$ cat config.mk
export PLATFORM = sky130hd
export DESIGN_NAME = obstacle_neighbor_cost_inflation_flat
export DESIGN_NICKNAME = d
export VERILOG_FILES = /design/src/hdl/onci_pkg.sv /design/src/hdl/onci_if.sv /design/src/hdl/obstacle_neighbor_cost_inflation.sv /design/src/flat_wrapper.sv
export SDC_FILE = /design/constraint.sdc
export NUM_CORES = 2
export LEC_CHECK = 0
export ABC_CLOCK_PERIOD_IN_PS = 7490
export BUFFER_PORTS_ARGS = -buffer_cell sky130_fd_sc_hd__buf_2
export CORE_ASPECT_RATIO = 0.5
export CORE_MARGIN = 1.5
export CORE_UTILIZATION = 25
export DETAILED_ROUTE_END_ITERATION = 7
export MAX_ROUTING_LAYER = met4
export PLACE_DENSITY = 0.45
export SYNTH_ARGS = -nofsm -noshare
export SYNTH_HDL_FRONTEND = slang
export SYNTH_SLANG_ARGS = --single-unit
$ cat constraint.sdc
create_clock -name clk -period 7.49 [get_ports clk]
set_input_delay 1.1235 -clock clk [delete_from_list [all_inputs] [get_ports clk]]
set_output_delay 1.1235 -clock clk [all_outputs]
set_load 0.005 [all_outputs]
$ cat src/hdl/onci_pkg.sv
// ----------------------------------------------------------------------------
// onci_pkg: shared types and constants for obstacle neighbor cost inflation
// Field widths, register map codes, reset values and the result record.
// ----------------------------------------------------------------------------
`timescale 1ns / 1ps
`default_nettype none

package onci_pkg;

  // Defaults for the top-level parameters
  localparam int MAX_COLUMNS_DEF = 64;
  localparam int COST_BITS_DEF   = 24;

  // Field and register widths
  localparam int COLS_W     = 7;
  localparam int ROWS_W     = 13;
  localparam int PEN_W      = 24;
  localparam int BASE_W     = 24;
  localparam int NEWCOST_W  = 24;
  localparam int CNT_W      = 4;

  // Configuration port
  localparam int CFG_ADDR_W = 4;
  localparam int CFG_DATA_W = 32;
  localparam int CFG_IDX_W  = 2;

  localparam logic [CFG_IDX_W-1:0] REG_GRID_COLUMNS    = 2'd0;
  localparam logic [CFG_IDX_W-1:0] REG_GRID_ROWS       = 2'd1;
  localparam logic [CFG_IDX_W-1:0] REG_BLOCKED_PENALTY = 2'd2;

  localparam logic [COLS_W-1:0] GRID_COLUMNS_RST    = 7'd64;
  localparam logic [ROWS_W-1:0] GRID_ROWS_RST       = 13'd64;
  localparam logic [PEN_W-1:0]  BLOCKED_PENALTY_RST = 24'd256;

  // Result queue depth (power of two)
  localparam int RES_FIFO_DEPTH = 8;

  typedef struct packed {
    logic [NEWCOST_W-1:0] new_cost;
    logic [CNT_W-1:0]     blocked_count;
    logic                 last_cell;
  } result_t;

endpackage

`default_nettype wire

$ cat src/hdl/onci_if.sv
// ----------------------------------------------------------------------------
// onci_if: valid/ready channels for cell items and inflated cost results
// One interface per channel direction; payload fields travel with the handshake.
// ----------------------------------------------------------------------------
`timescale 1ns / 1ps
`default_nettype none

interface onci_in_if;
  import onci_pkg::*;
  logic              valid;
  logic              ready;
  logic              cmd;
  logic              cell_blocked;
  logic [BASE_W-1:0] base_cost;

  modport source (output valid, output cmd, output cell_blocked, output base_cost,
                  input ready);
  modport sink   (input valid, input cmd, input cell_blocked, input base_cost,
                  output ready);
endinterface

interface onci_out_if;
  import onci_pkg::*;
  logic                 valid;
  logic                 ready;
  logic [NEWCOST_W-1:0] new_cost;
  logic [CNT_W-1:0]     blocked_count;
  logic                 last_cell;

  modport source (output valid, output new_cost, output blocked_count, output last_cell,
                  input ready);
  modport sink   (input valid, input new_cost, input blocked_count, input last_cell,
                  output ready);
endinterface

`default_nettype wire

$ cat src/hdl/obstacle_neighbor_cost_inflation.sv
// ----------------------------------------------------------------------------
// obstacle_neighbor_cost_inflation: 3x3 blocked-neighbor cost inflation
// One cell per cycle while the result queue has room; set by the line buffer RAM RMW.
// A result follows the item one row plus one cell on (one row on in the last column).
// Reset clears counters, pipeline and result queue; the line buffer is not cleared.
// ----------------------------------------------------------------------------
`timescale 1ns / 1ps
`default_nettype none

module obstacle_neighbor_cost_inflation #(
  parameter int MAX_COLUMNS = onci_pkg::MAX_COLUMNS_DEF,
  parameter int COST_BITS   = onci_pkg::COST_BITS_DEF
) (
  input  wire logic                            clk,
  input  wire logic                            rst_n,
  onci_in_if.sink                              in_item,
  onci_out_if.source                           out_result,
  input  wire logic                            psel,
  input  wire logic                            penable,
  input  wire logic                            pwrite,
  input  wire logic [onci_pkg::CFG_ADDR_W-1:0] paddr,
  input  wire logic [onci_pkg::CFG_DATA_W-1:0] pwdata,
  output logic      [onci_pkg::CFG_DATA_W-1:0] prdata,
  output logic                                 pready
);
  import onci_pkg::*;

  localparam int COL_W    = (MAX_COLUMNS > 1) ? $clog2(MAX_COLUMNS) : 1;
  localparam int LW       = COST_BITS + 2;
  localparam int PROD_W   = COST_BITS + CNT_W;
  localparam int SUM_W    = PROD_W + 1;
  localparam int FIFO_AW  = $clog2(RES_FIFO_DEPTH);
  localparam int FIFO_CW  = FIFO_AW + 1;
  localparam int RESV_W   = FIFO_CW + 1;
  localparam logic [COST_BITS-1:0] COST_MAX = {COST_BITS{1'b1}};

  typedef struct packed {
    logic [COL_W-1:0]     col;
    logic                 blk;
    logic [COST_BITS-1:0] cost;
    logic                 has_a;     // releases the cell one row up, one column left
    logic                 has_b;     // releases the cell one row up, same column
    logic                 top_ok;
    logic                 left1_ok;
    logic                 left2_ok;
    logic                 last;
  } s1_t;

  function automatic logic [CNT_W-1:0] ones3(input logic [2:0] v);
    return CNT_W'(v[0]) + CNT_W'(v[1]) + CNT_W'(v[2]);
  endfunction

  function automatic logic [COST_BITS-1:0] inflate(input logic [COST_BITS-1:0] base,
                                                   input logic [COST_BITS-1:0] pen,
                                                   input logic [CNT_W-1:0]     cnt);
    logic [PROD_W-1:0] prod;
    logic [SUM_W-1:0]  sum;
    prod = PROD_W'(pen) * PROD_W'(cnt);
    sum  = SUM_W'(base) + SUM_W'(prod);
    if (sum > SUM_W'(COST_MAX)) begin
      return COST_MAX;
    end
    return sum[COST_BITS-1:0];
  endfunction

  // --------------------------------------------------------------------------
  // Configuration registers
  // --------------------------------------------------------------------------
  logic [COLS_W-1:0]    grid_columns_r;
  logic [ROWS_W-1:0]    grid_rows_r;
  logic [PEN_W-1:0]     blocked_penalty_r;
  logic                 cfg_wr;
  logic [CFG_IDX_W-1:0] cfg_idx;
  logic                 geom_wr;

  assign pready  = 1'b1;
  assign cfg_wr  = psel & penable & pwrite & pready;
  assign cfg_idx = paddr[CFG_ADDR_W-1:2];
  assign geom_wr = cfg_wr && ((cfg_idx == REG_GRID_COLUMNS) || (cfg_idx == REG_GRID_ROWS));

  always_ff @(posedge clk) begin
    if (!rst_n) begin
      grid_columns_r    <= GRID_COLUMNS_RST;
      grid_rows_r       <= GRID_ROWS_RST;
      blocked_penalty_r <= BLOCKED_PENALTY_RST;
    end else if (cfg_wr) begin
      unique case (cfg_idx)
        REG_GRID_COLUMNS:    grid_columns_r    <= pwdata[COLS_W-1:0];
        REG_GRID_ROWS:       grid_rows_r       <= pwdata[ROWS_W-1:0];
        REG_BLOCKED_PENALTY: blocked_penalty_r <= pwdata[PEN_W-1:0];
        default: ;
      endcase
    end
  end

  always_comb begin
    unique case (cfg_idx)
      REG_GRID_COLUMNS:    prdata = CFG_DATA_W'(grid_columns_r);
      REG_GRID_ROWS:       prdata = CFG_DATA_W'(grid_rows_r);
      REG_BLOCKED_PENALTY: prdata = CFG_DATA_W'(blocked_penalty_r);
      default:             prdata = '0;
    endcase
  end

  // Effective geometry
  logic [COL_W-1:0]  col_last;
  logic [ROWS_W-1:0] nrows_eff;

  always_comb begin
    if (grid_columns_r == '0) begin
      col_last = '0;
    end else if (32'(grid_columns_r) > 32'(MAX_COLUMNS)) begin
      col_last = COL_W'(MAX_COLUMNS - 1);
    end else begin
      col_last = COL_W'(32'(grid_columns_r) - 32'd1);
    end
  end

  assign nrows_eff = (grid_rows_r == '0) ? ROWS_W'(1) : grid_rows_r;

  // --------------------------------------------------------------------------
  // Raster position counters
  // --------------------------------------------------------------------------
  logic [COL_W-1:0]  col_r, col_nxt;
  logic [ROWS_W-1:0] row_r, row_nxt;
  logic              in_fire;

  assign in_fire = in_item.valid & in_item.ready;

  always_comb begin
    col_nxt = col_r;
    row_nxt = row_r;
    if (geom_wr) begin
      col_nxt = '0;
      row_nxt = '0;
    end else if (in_fire) begin
      if (col_r == col_last) begin
        col_nxt = '0;
        row_nxt = (row_r == nrows_eff) ? '0 : row_r + ROWS_W'(1);
      end else begin
        col_nxt = col_r + COL_W'(1);
      end
    end
  end

  always_ff @(posedge clk) begin
    if (!rst_n) begin
      col_r <= '0;
      row_r <= '0;
    end else begin
      col_r <= col_nxt;
      row_r <= row_nxt;
    end
  end

  // Stage 0 decode: position and cmd decide cell or pad
  logic is_cell;
  s1_t  s0;

  assign is_cell = (row_r < nrows_eff) && !in_item.cmd;

  always_comb begin
    s0.col      = col_r;
    s0.blk      = is_cell & in_item.cell_blocked;
    s0.cost     = is_cell ? COST_BITS'(in_item.base_cost) : '0;
    s0.has_a    = (row_r != '0) && (col_r != '0);
    s0.has_b    = (row_r != '0) && (col_r == col_last);
    s0.top_ok   = (row_r > ROWS_W'(1));
    s0.left1_ok = (col_r != '0);
    s0.left2_ok = (col_r > COL_W'(1));
    s0.last     = (row_r == nrows_eff);
  end

  // --------------------------------------------------------------------------
  // Line buffer: per column {blocked row-1, blocked row-2, cost row-1}
  // --------------------------------------------------------------------------
  logic [LW-1:0] line_mem [MAX_COLUMNS];
  logic [LW-1:0] rdata_r;
  logic [LW-1:0] fwd_word_r;
  logic          fwd_hit_r;
  logic          s1_valid_r;
  s1_t           s1_r;
  logic [LW-1:0] rd_word;
  logic [LW-1:0] wdata;
  logic [2:0]    c0;          // {top, mid, bottom} of the current column
  logic [COST_BITS-1:0] cost1;

  assign rd_word = fwd_hit_r ? fwd_word_r : rdata_r;
  assign cost1   = rd_word[COST_BITS-1:0];
  assign c0      = {rd_word[LW-2] & s1_r.top_ok, rd_word[LW-1], s1_r.blk};
  assign wdata   = {s1_r.blk, rd_word[LW-1], s1_r.cost};

  always_ff @(posedge clk) begin
    if (in_fire) begin
      rdata_r <= line_mem[col_r];
    end
    if (s1_valid_r) begin
      line_mem[s1_r.col] <= wdata;
    end
  end

  always_ff @(posedge clk) begin
    s1_r       <= s0;
    fwd_word_r <= wdata;
  end

  // Forward the word written back in the same edge as the read of that column
  always_ff @(posedge clk) begin
    if (!rst_n) begin
      s1_valid_r <= 1'b0;
      fwd_hit_r  <= 1'b0;
    end else begin
      s1_valid_r <= in_fire;
      fwd_hit_r  <= in_fire && s1_valid_r && (s1_r.col == col_r);
    end
  end

  // --------------------------------------------------------------------------
  // Stage 1: 3x3 window and neighbor counts
  // --------------------------------------------------------------------------
  logic [2:0]           win1_r, win2_r;
  logic [COST_BITS-1:0] win1_cost_r;
  logic [CNT_W-1:0]     cnt_a, cnt_b;

  always_ff @(posedge clk) begin
    if (s1_valid_r) begin
      win2_r      <= win1_r;
      win1_r      <= c0;
      win1_cost_r <= cost1;
    end
  end

  assign cnt_a = (s1_r.left2_ok ? ones3(win2_r) : '0) + CNT_W'(win1_r[2])
               + CNT_W'(win1_r[0]) + ones3(c0);
  assign cnt_b = (s1_r.left1_ok ? ones3(win1_r) : '0) + CNT_W'(c0[2]) + CNT_W'(c0[0]);

  logic                 s2_a_v_r, s2_b_v_r;
  logic [COST_BITS-1:0] s2_a_cost_r, s2_b_cost_r;
  logic [CNT_W-1:0]     s2_a_cnt_r, s2_b_cnt_r;
  logic                 s2_b_last_r;

  always_ff @(posedge clk) begin
    if (!rst_n) begin
      s2_a_v_r <= 1'b0;
      s2_b_v_r <= 1'b0;
    end else begin
      s2_a_v_r <= s1_valid_r & s1_r.has_a;
      s2_b_v_r <= s1_valid_r & s1_r.has_b;
    end
  end

  always_ff @(posedge clk) begin
    s2_a_cost_r <= win1_cost_r;
    s2_a_cnt_r  <= cnt_a;
    s2_b_cost_r <= cost1;
    s2_b_cnt_r  <= cnt_b;
    s2_b_last_r <= s1_r.last;
  end

  // --------------------------------------------------------------------------
  // Stage 2: inflate, saturate, push into the result queue
  // --------------------------------------------------------------------------
  logic [COST_BITS-1:0] pen;
  result_t              res_a, res_b;

  assign pen = COST_BITS'(blocked_penalty_r);

  always_comb begin
    res_a.new_cost      = NEWCOST_W'(inflate(s2_a_cost_r, pen, s2_a_cnt_r));
    res_a.blocked_count = s2_a_cnt_r;
    res_a.last_cell     = 1'b0;
    res_b.new_cost      = NEWCOST_W'(inflate(s2_b_cost_r, pen, s2_b_cnt_r));
    res_b.blocked_count = s2_b_cnt_r;
    res_b.last_cell     = s2_b_last_r;
  end

  result_t              fifo_mem_r [RES_FIFO_DEPTH];
  logic [FIFO_AW-1:0]   wptr_r, wptr_nxt, rptr_r, rptr_nxt;
  logic [FIFO_CW-1:0]   cnt_r, cnt_nxt;
  logic                 pop;
  logic [RESV_W-1:0]    resv;
  result_t              head;

  assign pop      = out_result.valid & out_result.ready;
  assign wptr_nxt = wptr_r + FIFO_AW'(s2_a_v_r) + FIFO_AW'(s2_b_v_r);
  assign rptr_nxt = rptr_r + FIFO_AW'(pop);
  assign cnt_nxt  = cnt_r + FIFO_CW'(s2_a_v_r) + FIFO_CW'(s2_b_v_r) - FIFO_CW'(pop);

  always_ff @(posedge clk) begin
    if (s2_a_v_r) begin
      fifo_mem_r[wptr_r] <= res_a;
    end
    if (s2_b_v_r) begin
      fifo_mem_r[s2_a_v_r ? wptr_r + FIFO_AW'(1) : wptr_r] <= res_b;
    end
  end

  always_ff @(posedge clk) begin
    if (!rst_n) begin
      wptr_r <= '0;
      rptr_r <= '0;
      cnt_r  <= '0;
    end else begin
      wptr_r <= wptr_nxt;
      rptr_r <= rptr_nxt;
      cnt_r  <= cnt_nxt;
    end
  end

  // Hold off input unless every in-flight item can land its results
  assign resv = RESV_W'(cnt_r) + (s1_valid_r ? RESV_W'(2) : '0)
              + RESV_W'(s2_a_v_r) + RESV_W'(s2_b_v_r);
  assign in_item.ready = (resv <= RESV_W'(RES_FIFO_DEPTH - 2));

  assign head                     = fifo_mem_r[rptr_r];
  assign out_result.valid         = (cnt_r != '0);
  assign out_result.new_cost      = head.new_cost;
  assign out_result.blocked_count = head.blocked_count;
  assign out_result.last_cell     = head.last_cell;

  // --------------------------------------------------------------------------
  // Assertions
  // --------------------------------------------------------------------------
  a_fifo_bound: assert property (@(posedge clk) disable iff (!rst_n)
    cnt_r <= FIFO_CW'(RES_FIFO_DEPTH))
    else $error("result queue overflow");

  a_last_cell_count: assert property (@(posedge clk) disable iff (!rst_n)
    (out_result.valid && out_result.last_cell) |-> (out_result.blocked_count <= CNT_W'(3)))
    else $error("corner cell reports more than three blocked neighbors");

  a_fwd_single_col: assert property (@(posedge clk) disable iff (!rst_n)
    fwd_hit_r |-> (s1_valid_r && (col_last == '0)))
    else $error("line buffer forward outside a single-column grid");

endmodule

`default_nettype wire
$ cat src/flat_wrapper.sv
// flat-port wrapper written by rule: the top's interface ports become plain ports
module obstacle_neighbor_cost_inflation_flat import onci_pkg::*;
#(
  parameter int MAX_COLUMNS = onci_pkg::MAX_COLUMNS_DEF,
  parameter int COST_BITS   = onci_pkg::COST_BITS_DEF
)
  (clk, rst_n, psel, penable, pwrite, paddr, pwdata, prdata, pready, in_item_valid, in_item_cmd, in_item_cell_blocked, in_item_base_cost, in_item_ready, out_result_valid, out_result_new_cost, out_result_blocked_count, out_result_last_cell, out_result_ready);
  onci_in_if in_item_i ();
  onci_out_if out_result_i ();
  input  wire logic clk;
  input  wire logic rst_n;
  input  wire logic psel;
  input  wire logic penable;
  input  wire logic pwrite;
  input  wire logic [onci_pkg::CFG_ADDR_W-1:0] paddr;
  input  wire logic [onci_pkg::CFG_DATA_W-1:0] pwdata;
  output logic      [onci_pkg::CFG_DATA_W-1:0] prdata;
  output logic pready;
  input wire logic [$bits(in_item_i.valid)-1:0] in_item_valid;
  input wire logic [$bits(in_item_i.cmd)-1:0] in_item_cmd;
  input wire logic [$bits(in_item_i.cell_blocked)-1:0] in_item_cell_blocked;
  input wire logic [$bits(in_item_i.base_cost)-1:0] in_item_base_cost;
  output wire logic [$bits(in_item_i.ready)-1:0] in_item_ready;
  output wire logic [$bits(out_result_i.valid)-1:0] out_result_valid;
  output wire logic [$bits(out_result_i.new_cost)-1:0] out_result_new_cost;
  output wire logic [$bits(out_result_i.blocked_count)-1:0] out_result_blocked_count;
  output wire logic [$bits(out_result_i.last_cell)-1:0] out_result_last_cell;
  input wire logic [$bits(out_result_i.ready)-1:0] out_result_ready;
  assign in_item_i.valid = in_item_valid;
  assign in_item_i.cmd = in_item_cmd;
  assign in_item_i.cell_blocked = in_item_cell_blocked;
  assign in_item_i.base_cost = in_item_base_cost;
  assign in_item_ready = in_item_i.ready;
  assign out_result_valid = out_result_i.valid;
  assign out_result_new_cost = out_result_i.new_cost;
  assign out_result_blocked_count = out_result_i.blocked_count;
  assign out_result_last_cell = out_result_i.last_cell;
  assign out_result_i.ready = out_result_ready;
  obstacle_neighbor_cost_inflation #(.MAX_COLUMNS(MAX_COLUMNS), .COST_BITS(COST_BITS)) u_core (.clk(clk), .rst_n(rst_n), .in_item(in_item_i), .out_result(out_result_i), .psel(psel), .penable(penable), .pwrite(pwrite), .paddr(paddr), .pwdata(pwdata), .prdata(prdata), .pready(pready));
endmodule
# Word level (Yosys, flattened, before mapping)

Memories as Yosys holds them, arrays and structs flattened. A register that Yosys moved wholly into a read port is not among the register bits.
Cells that the tools add are included.

Register bits after elaboration: 227
RAM bits: 1896
Bits of input ports: 69
Output and inout bits: 64
Logic and storage cells: 124
Memories kept: 2

Memory list:

| name              | words | bits a word | read ports | clocked after Yosys merged registers in | wr ports | line                                    | source |
|---|---|---|---|---|---|---|---|
| u_core.line_mem   | 64    | 26          | 1          | 1                                       | 1        | obstacle_neighbor_cost_inflation.sv:177 | `logic [LW-1:0] line_mem [MAX_COLUMNS];` |
| u_core.fifo_mem_r | 8     | 29          | 1          | 1                                       | 2        | obstacle_neighbor_cost_inflation.sv:277 | `result_t fifo_mem_r [RES_FIFO_DEPTH];` |

$add $sub $neg: 26
Multiply operators: 2
Magnitude comparators: 7
Eq/ne operators: 5
Muxes and demuxes: 24
Bitwise gates (word level): 9
Reductions and logical operators: 19

Operators by type and width:

| cell                                                                               | number |
|---|---|
| 24-bit two-way mux                                                                 | 4 |
| 24-bit case mux with 3 select lines                                                | 1 |
| 24-bit by 28-bit adder with 29-bit output                                          | 2 |
| 29-bit by 24-bit greater-than comparator with 1-bit output (second input constant) | 2 |
| 24-bit by 4-bit multiplier with 28-bit output                                      | 2 |
| 4-bit by 1-bit adder with 4-bit output                                             | 9 |
| 13-bit two-way mux                                                                 | 2 |
| 26-bit two-way mux                                                                 | 1 |
| 6-bit two-way mux                                                                  | 3 |
| 13-bit by 1-bit adder with 13-bit output (second input constant)                   | 1 |
| 13-bit == test                                                                     | 1 |
| 13-bit by 1-bit greater-than comparator with 1-bit output (second input constant)  | 1 |
| 13-bit logical NOT                                                                 | 1 |
| 13-bit < comparator                                                                | 1 |
| 13-bit nonzero test                                                                | 1 |
| 6-bit == test                                                                      | 2 |
| 5-bit by 1-bit adder with 5-bit output                                             | 2 |
| 3-bit by 1-bit adder with 3-bit output                                             | 3 |
| 1-bit AND                                                                          | 8 |
| 1-bit two-way mux                                                                  | 8 |
| 4-bit two-way mux                                                                  | 2 |
| 2-bit AND reduction                                                                | 4 |
| 7-bit greater-than comparator (second input constant)                              | 1 |
| 7-bit logical NOT                                                                  | 1 |
| 21 further kinds                                                                   | 29 |

# Depth between registers and ports, before layout

Depth in word-level cells: 8
Mapped depth: 20

# Least setup slack after synthesis

Ideal clock, no wire load.

Kind: reg-to-reg
From: reg u_core.s2_b_cnt_r[2]
To: mem u_core.fifo_mem_r[4][20] in the netlist's numbering, data pin
Arrival time: 4809 ps
Setup slack: 2393 ps
Stages on the path, launching flop included: 19
Path buffers: 3
Cell sequence: dfxtp_1 > clkbuf_1 > and2_1 > fa_1 > fa_1 > inv_1 > fa_1 > inv_1 > ha_1 > a211oi_1 > o211ai_1 > a21boi_0 > a311oi_1 > a311oi_1 > mux2_2 > buf_4 > nor3_2 > buf_6 > a22oi_1

RTL lines:

| element                | line                                    | source |
|---|---|---|
| from (decl)            | obstacle_neighbor_cost_inflation.sv:239 | `logic [CNT_W-1:0] s2_a_cnt_r, s2_b_cnt_r;` |
| from (signal assigned) | obstacle_neighbor_cost_inflation.sv:256 | `s2_b_cnt_r <= cnt_b;` |
| to (decl)              | obstacle_neighbor_cost_inflation.sv:277 |  |

==> impl_results.md <==
* Status: finished clean
* CTS Sinks at 2149
* Initial antenna violation count at 32
* Total CTS buffers at 220
* Rows at 158
* Hold Path Sink: u_core.s2_a_cost_r[19]$_DFF_P_
* Nets at 5866
* Crit start category: register
* Sequential Power Share at 0.465
* WP data arrival at 6.80 ns
* R2R Path End: u_core.fifo_mem_r[2][27]$_DFFE_PP_
* Sequential share of the synthesized area at 0.6723
* Total of max-cap violations at 0
* VDD IR max at 0.0001890 V
* # setup viols final at 0
* Routed WL at 277.3 mm
* IO Pins at 133
* Crit path required time at 8.00 ns
* Critical path class: reg2reg
* Total number of yosys warnings at 0
* DP HPWL at 160.1 mm
* Die area at 376100 µm²
* Layout area overhead at 15.71%
* Port Buf Inserts at 113
* Post_cts resized at 0
* Worst Max-Slew Pin Slew at 1.211 ns
* Post-synth top flop: edfxtp_1
* Initial Util at 0.2512
* H-tree Lvls at 4
* Cells after synthesis at 5313
* Vias/cell at 4.634
* GRT Total Usage at 0.1481
* Clk slew on worst S/H paths at 0.07 ns
* Leakage at 0.03471 µW
* Fin. max-slew vios at 0
* RSZ-0062 raised after global routing: no
* Residual DRC at 0
* Max Fclk at 158.8 MHz
* Sw Ratio at 0.2651
* FF+latch count, synth at 2149
* Switching Power at 7864 µW
* Hold Path Class: reg2reg
* Routed via count at 49481
* Final Hold Fails at 0
* Global-route wire length before repair at 390.0 mm
* WHS Path Cells at 0
* Worst skew pair latency at 0.91 ns
* Drt pass-1 iters at 5
* Worst Skew at 0.07770 ns
* Syn Area/Cell at 17.51 µm²
* Starting DRT DRC Count at 4664
* Internal power at 21800 µW
* Comb power frac at 0.170
* Worst r2r path cells at 18
* FFs w/ async S/R, synth at 0
* Largest net degree at the start of global routing at 115
* Die width at 865.8 µm
* Vias in the first global route at 50487
* Synth cell types at 83
* Post-synthesis instance area at 93050 µm²
* # Post-CTS Setup Buffers at 0
* CTS max path bufs at 4
* Share of layout cells above drive strength 1 at 0.2471
* Power per Cell Area at 275.5 nW/µm²
* Final setup TNS at 0 ns
* CP Capture Type: register
* Die Height at 434.4 µm
* Final period utilization at 0.8410
* CORE AREA at 370500 µm²
* RR Startpoint: u_core.s2_a_cnt_r[3]$_DFF_P_
* Commonest non-fill, non-tap cell in the layout: edfxtp_1
* Commonest cells after routing, fill and taps aside: edfxtp_1, mux4_2, nand2_1
* Max_slew headroom at 0.1872
* R2R setup slack at 1.19 ns
* Worst hold start: u_core.win1_cost_r[19]$_DFFE_PP_
* CTS tree: done
* Worst Path Max Fanout at 24
* Clock power share at 0.365
* Antenna viol nets, final at 0
* Grt total ovfl at 0
* Post-synth EDFFs at 1952
* Final core occ at 0.2906
* Routability cong. at 0.7798
* Root buffer cell: clkbuf_16
* # hold bufs at CTS at 0
* Avg WL per Cell at 25.97 µm
* Min Tclk post-route at 6.299 ns
kinds of logic after synthesis:
group	share of synthesized area
XOR/XNOR	0.006589
AND/OR/NAND/NOR	0.05524
other	0.00008071
flip-flops	0.6723
buffers and inverters	0.02629
AO/OA/AOI/OAI	0.03987
multiplexers	0.1521
adder cells (fa/ha/maj)	0.04747
flip-flops by register name, summed over array words and instances, names as in the netlist, 6 cells and up:
signal / flops
u_core.s2_b_cost_r: 24
u_core.win1_cost_r: 24
u_core.col_r: 6
u_core.blocked_penalty_r: 24
u_core.s2_a_cost_r: 24
u_core.grid_rows_r: 13
u_core.rdata_r: 26
u_core.fwd_word_r: 26
u_core.fifo_mem_r: 232
u_core.row_r: 13
u_core.line_mem: 1664
u_core.grid_columns_r: 7
u_core.s1_r: 36
per-layer routing:
layer  vias up  wire length (µm)  track usage
li1      21323                 -            -
met1     26620            124900       0.2002
met2      1235            135400       0.2451
met3       303             11830      0.01515
met4         0              5112      0.02866
met5         -                 0            -
worst max-delay path, stage by stage (launching register included):
cell and delay, ns:
dfxtp_1 0.77, buf_4 0.36, and2_1 0.17, fa_1 0.43
fa_1 0.49, inv_1 0.05, fa_1 0.48, inv_1 0.04
ha_1 0.37, a21oi_1 0.24, o21ai_0 0.26, a22oi_1 0.32
nand2_1 0.11, nor4_1 0.53, o311ai_4 0.29, buf_4 0.32
nor3_1 0.19, buf_4 0.31, a22oi_1 0.14
cell usage after synthesis (66+ instances only):
| cell type | number | area (µm²) |
|---|---|---|
| inv_1 | 293 | 1100 |
| clkbuf_1 | 209 | 784.5 |
| dfxtp_1 | 197 | 3944 |
| a22oi_1 | 131 | 983.4 |
| and2_1 | 216 | 1351 |
| nor2_1 | 154 | 578.1 |
| ha_1 | 121 | 1514 |
| edfxtp_1 | 1952 | 58620 |
| nand2_1 | 309 | 1160 |
| fa_1 | 145 | 2903 |
| nor3_1 | 66 | 330.3 |
| a21oi_1 | 170 | 850.8 |
| mux4_2 | 593 | 13360 |
per-stage QoR:
| step | hold slack [ns] | cells | power [µW] | setup slack [ns] | cell area, µm² |
|---|---|---|---|---|---|
| 3_3_place_gp | 0.3168 | 10269 | 19180 | 1.275 | 100800 |
| 2_1_floorplan | 0.3096 | 5320 | 17330 | 2.393 | 93080 |
| 3_5_place_dp | 0.3269 | 10269 | 19200 | 1.247 | 100800 |
| 5_1_grt | 0.3290 | 10672 | 30820 | 0.7274 | 107700 |
| 4_1_cts | 0.3155 | 10670 | 30050 | 1.218 | 107700 |
| 6_report | 0.3178 | 10677 | 29670 | 1.191 | 107700 |
worst max-delay path by stage:
stage                                 startpoint  slack [ns]                                  to  cells past startpoint
floorplan           u_core.s2_b_cnt_r[2]$_DFF_P_        2.39  u_core.fifo_mem_r[4][20]$_DFFE_PP_                     18
global placement    u_core.s2_a_cnt_r[3]$_DFF_P_        1.28  u_core.fifo_mem_r[3][20]$_DFFE_PP_                     18
detailed placement  u_core.s2_a_cnt_r[2]$_DFF_P_        1.25  u_core.fifo_mem_r[2][11]$_DFFE_PP_                     18
CTS                 u_core.s2_a_cnt_r[3]$_DFF_P_        1.22  u_core.fifo_mem_r[2][11]$_DFFE_PP_                     18
global route        u_core.s2_a_cnt_r[3]$_DFF_P_        0.73  u_core.fifo_mem_r[6][23]$_DFFE_PP_                     17
finish              u_core.s2_a_cnt_r[3]$_DFF_P_        1.19  u_core.fifo_mem_r[2][27]$_DFFE_PP_                     18
power groups by stage:
stage	Combinational, µW	Clock [µW]	Sequential [µW]
CTS	5160	11100	13800
global placement	5130	0	14100
floorplan	3410	0	13900
global route	5460	11500	13800
finish	5040	10800	13800
detailed placement	5140	0	14100
final cells by class:
class / count / area, µm²
tap: 4960 / 6206
clock inverter: 120 / 1086
fill: 36766 / 262800
multi-input combinational: 2559 / 28690
clock buffer: 281 / 5816
sequential: 2149 / 62620
timing repair buffer: 308 / 2142
inverter: 293 / 1100
antenna: 7 / 17.52
Power figures use the tool's default switching activity.
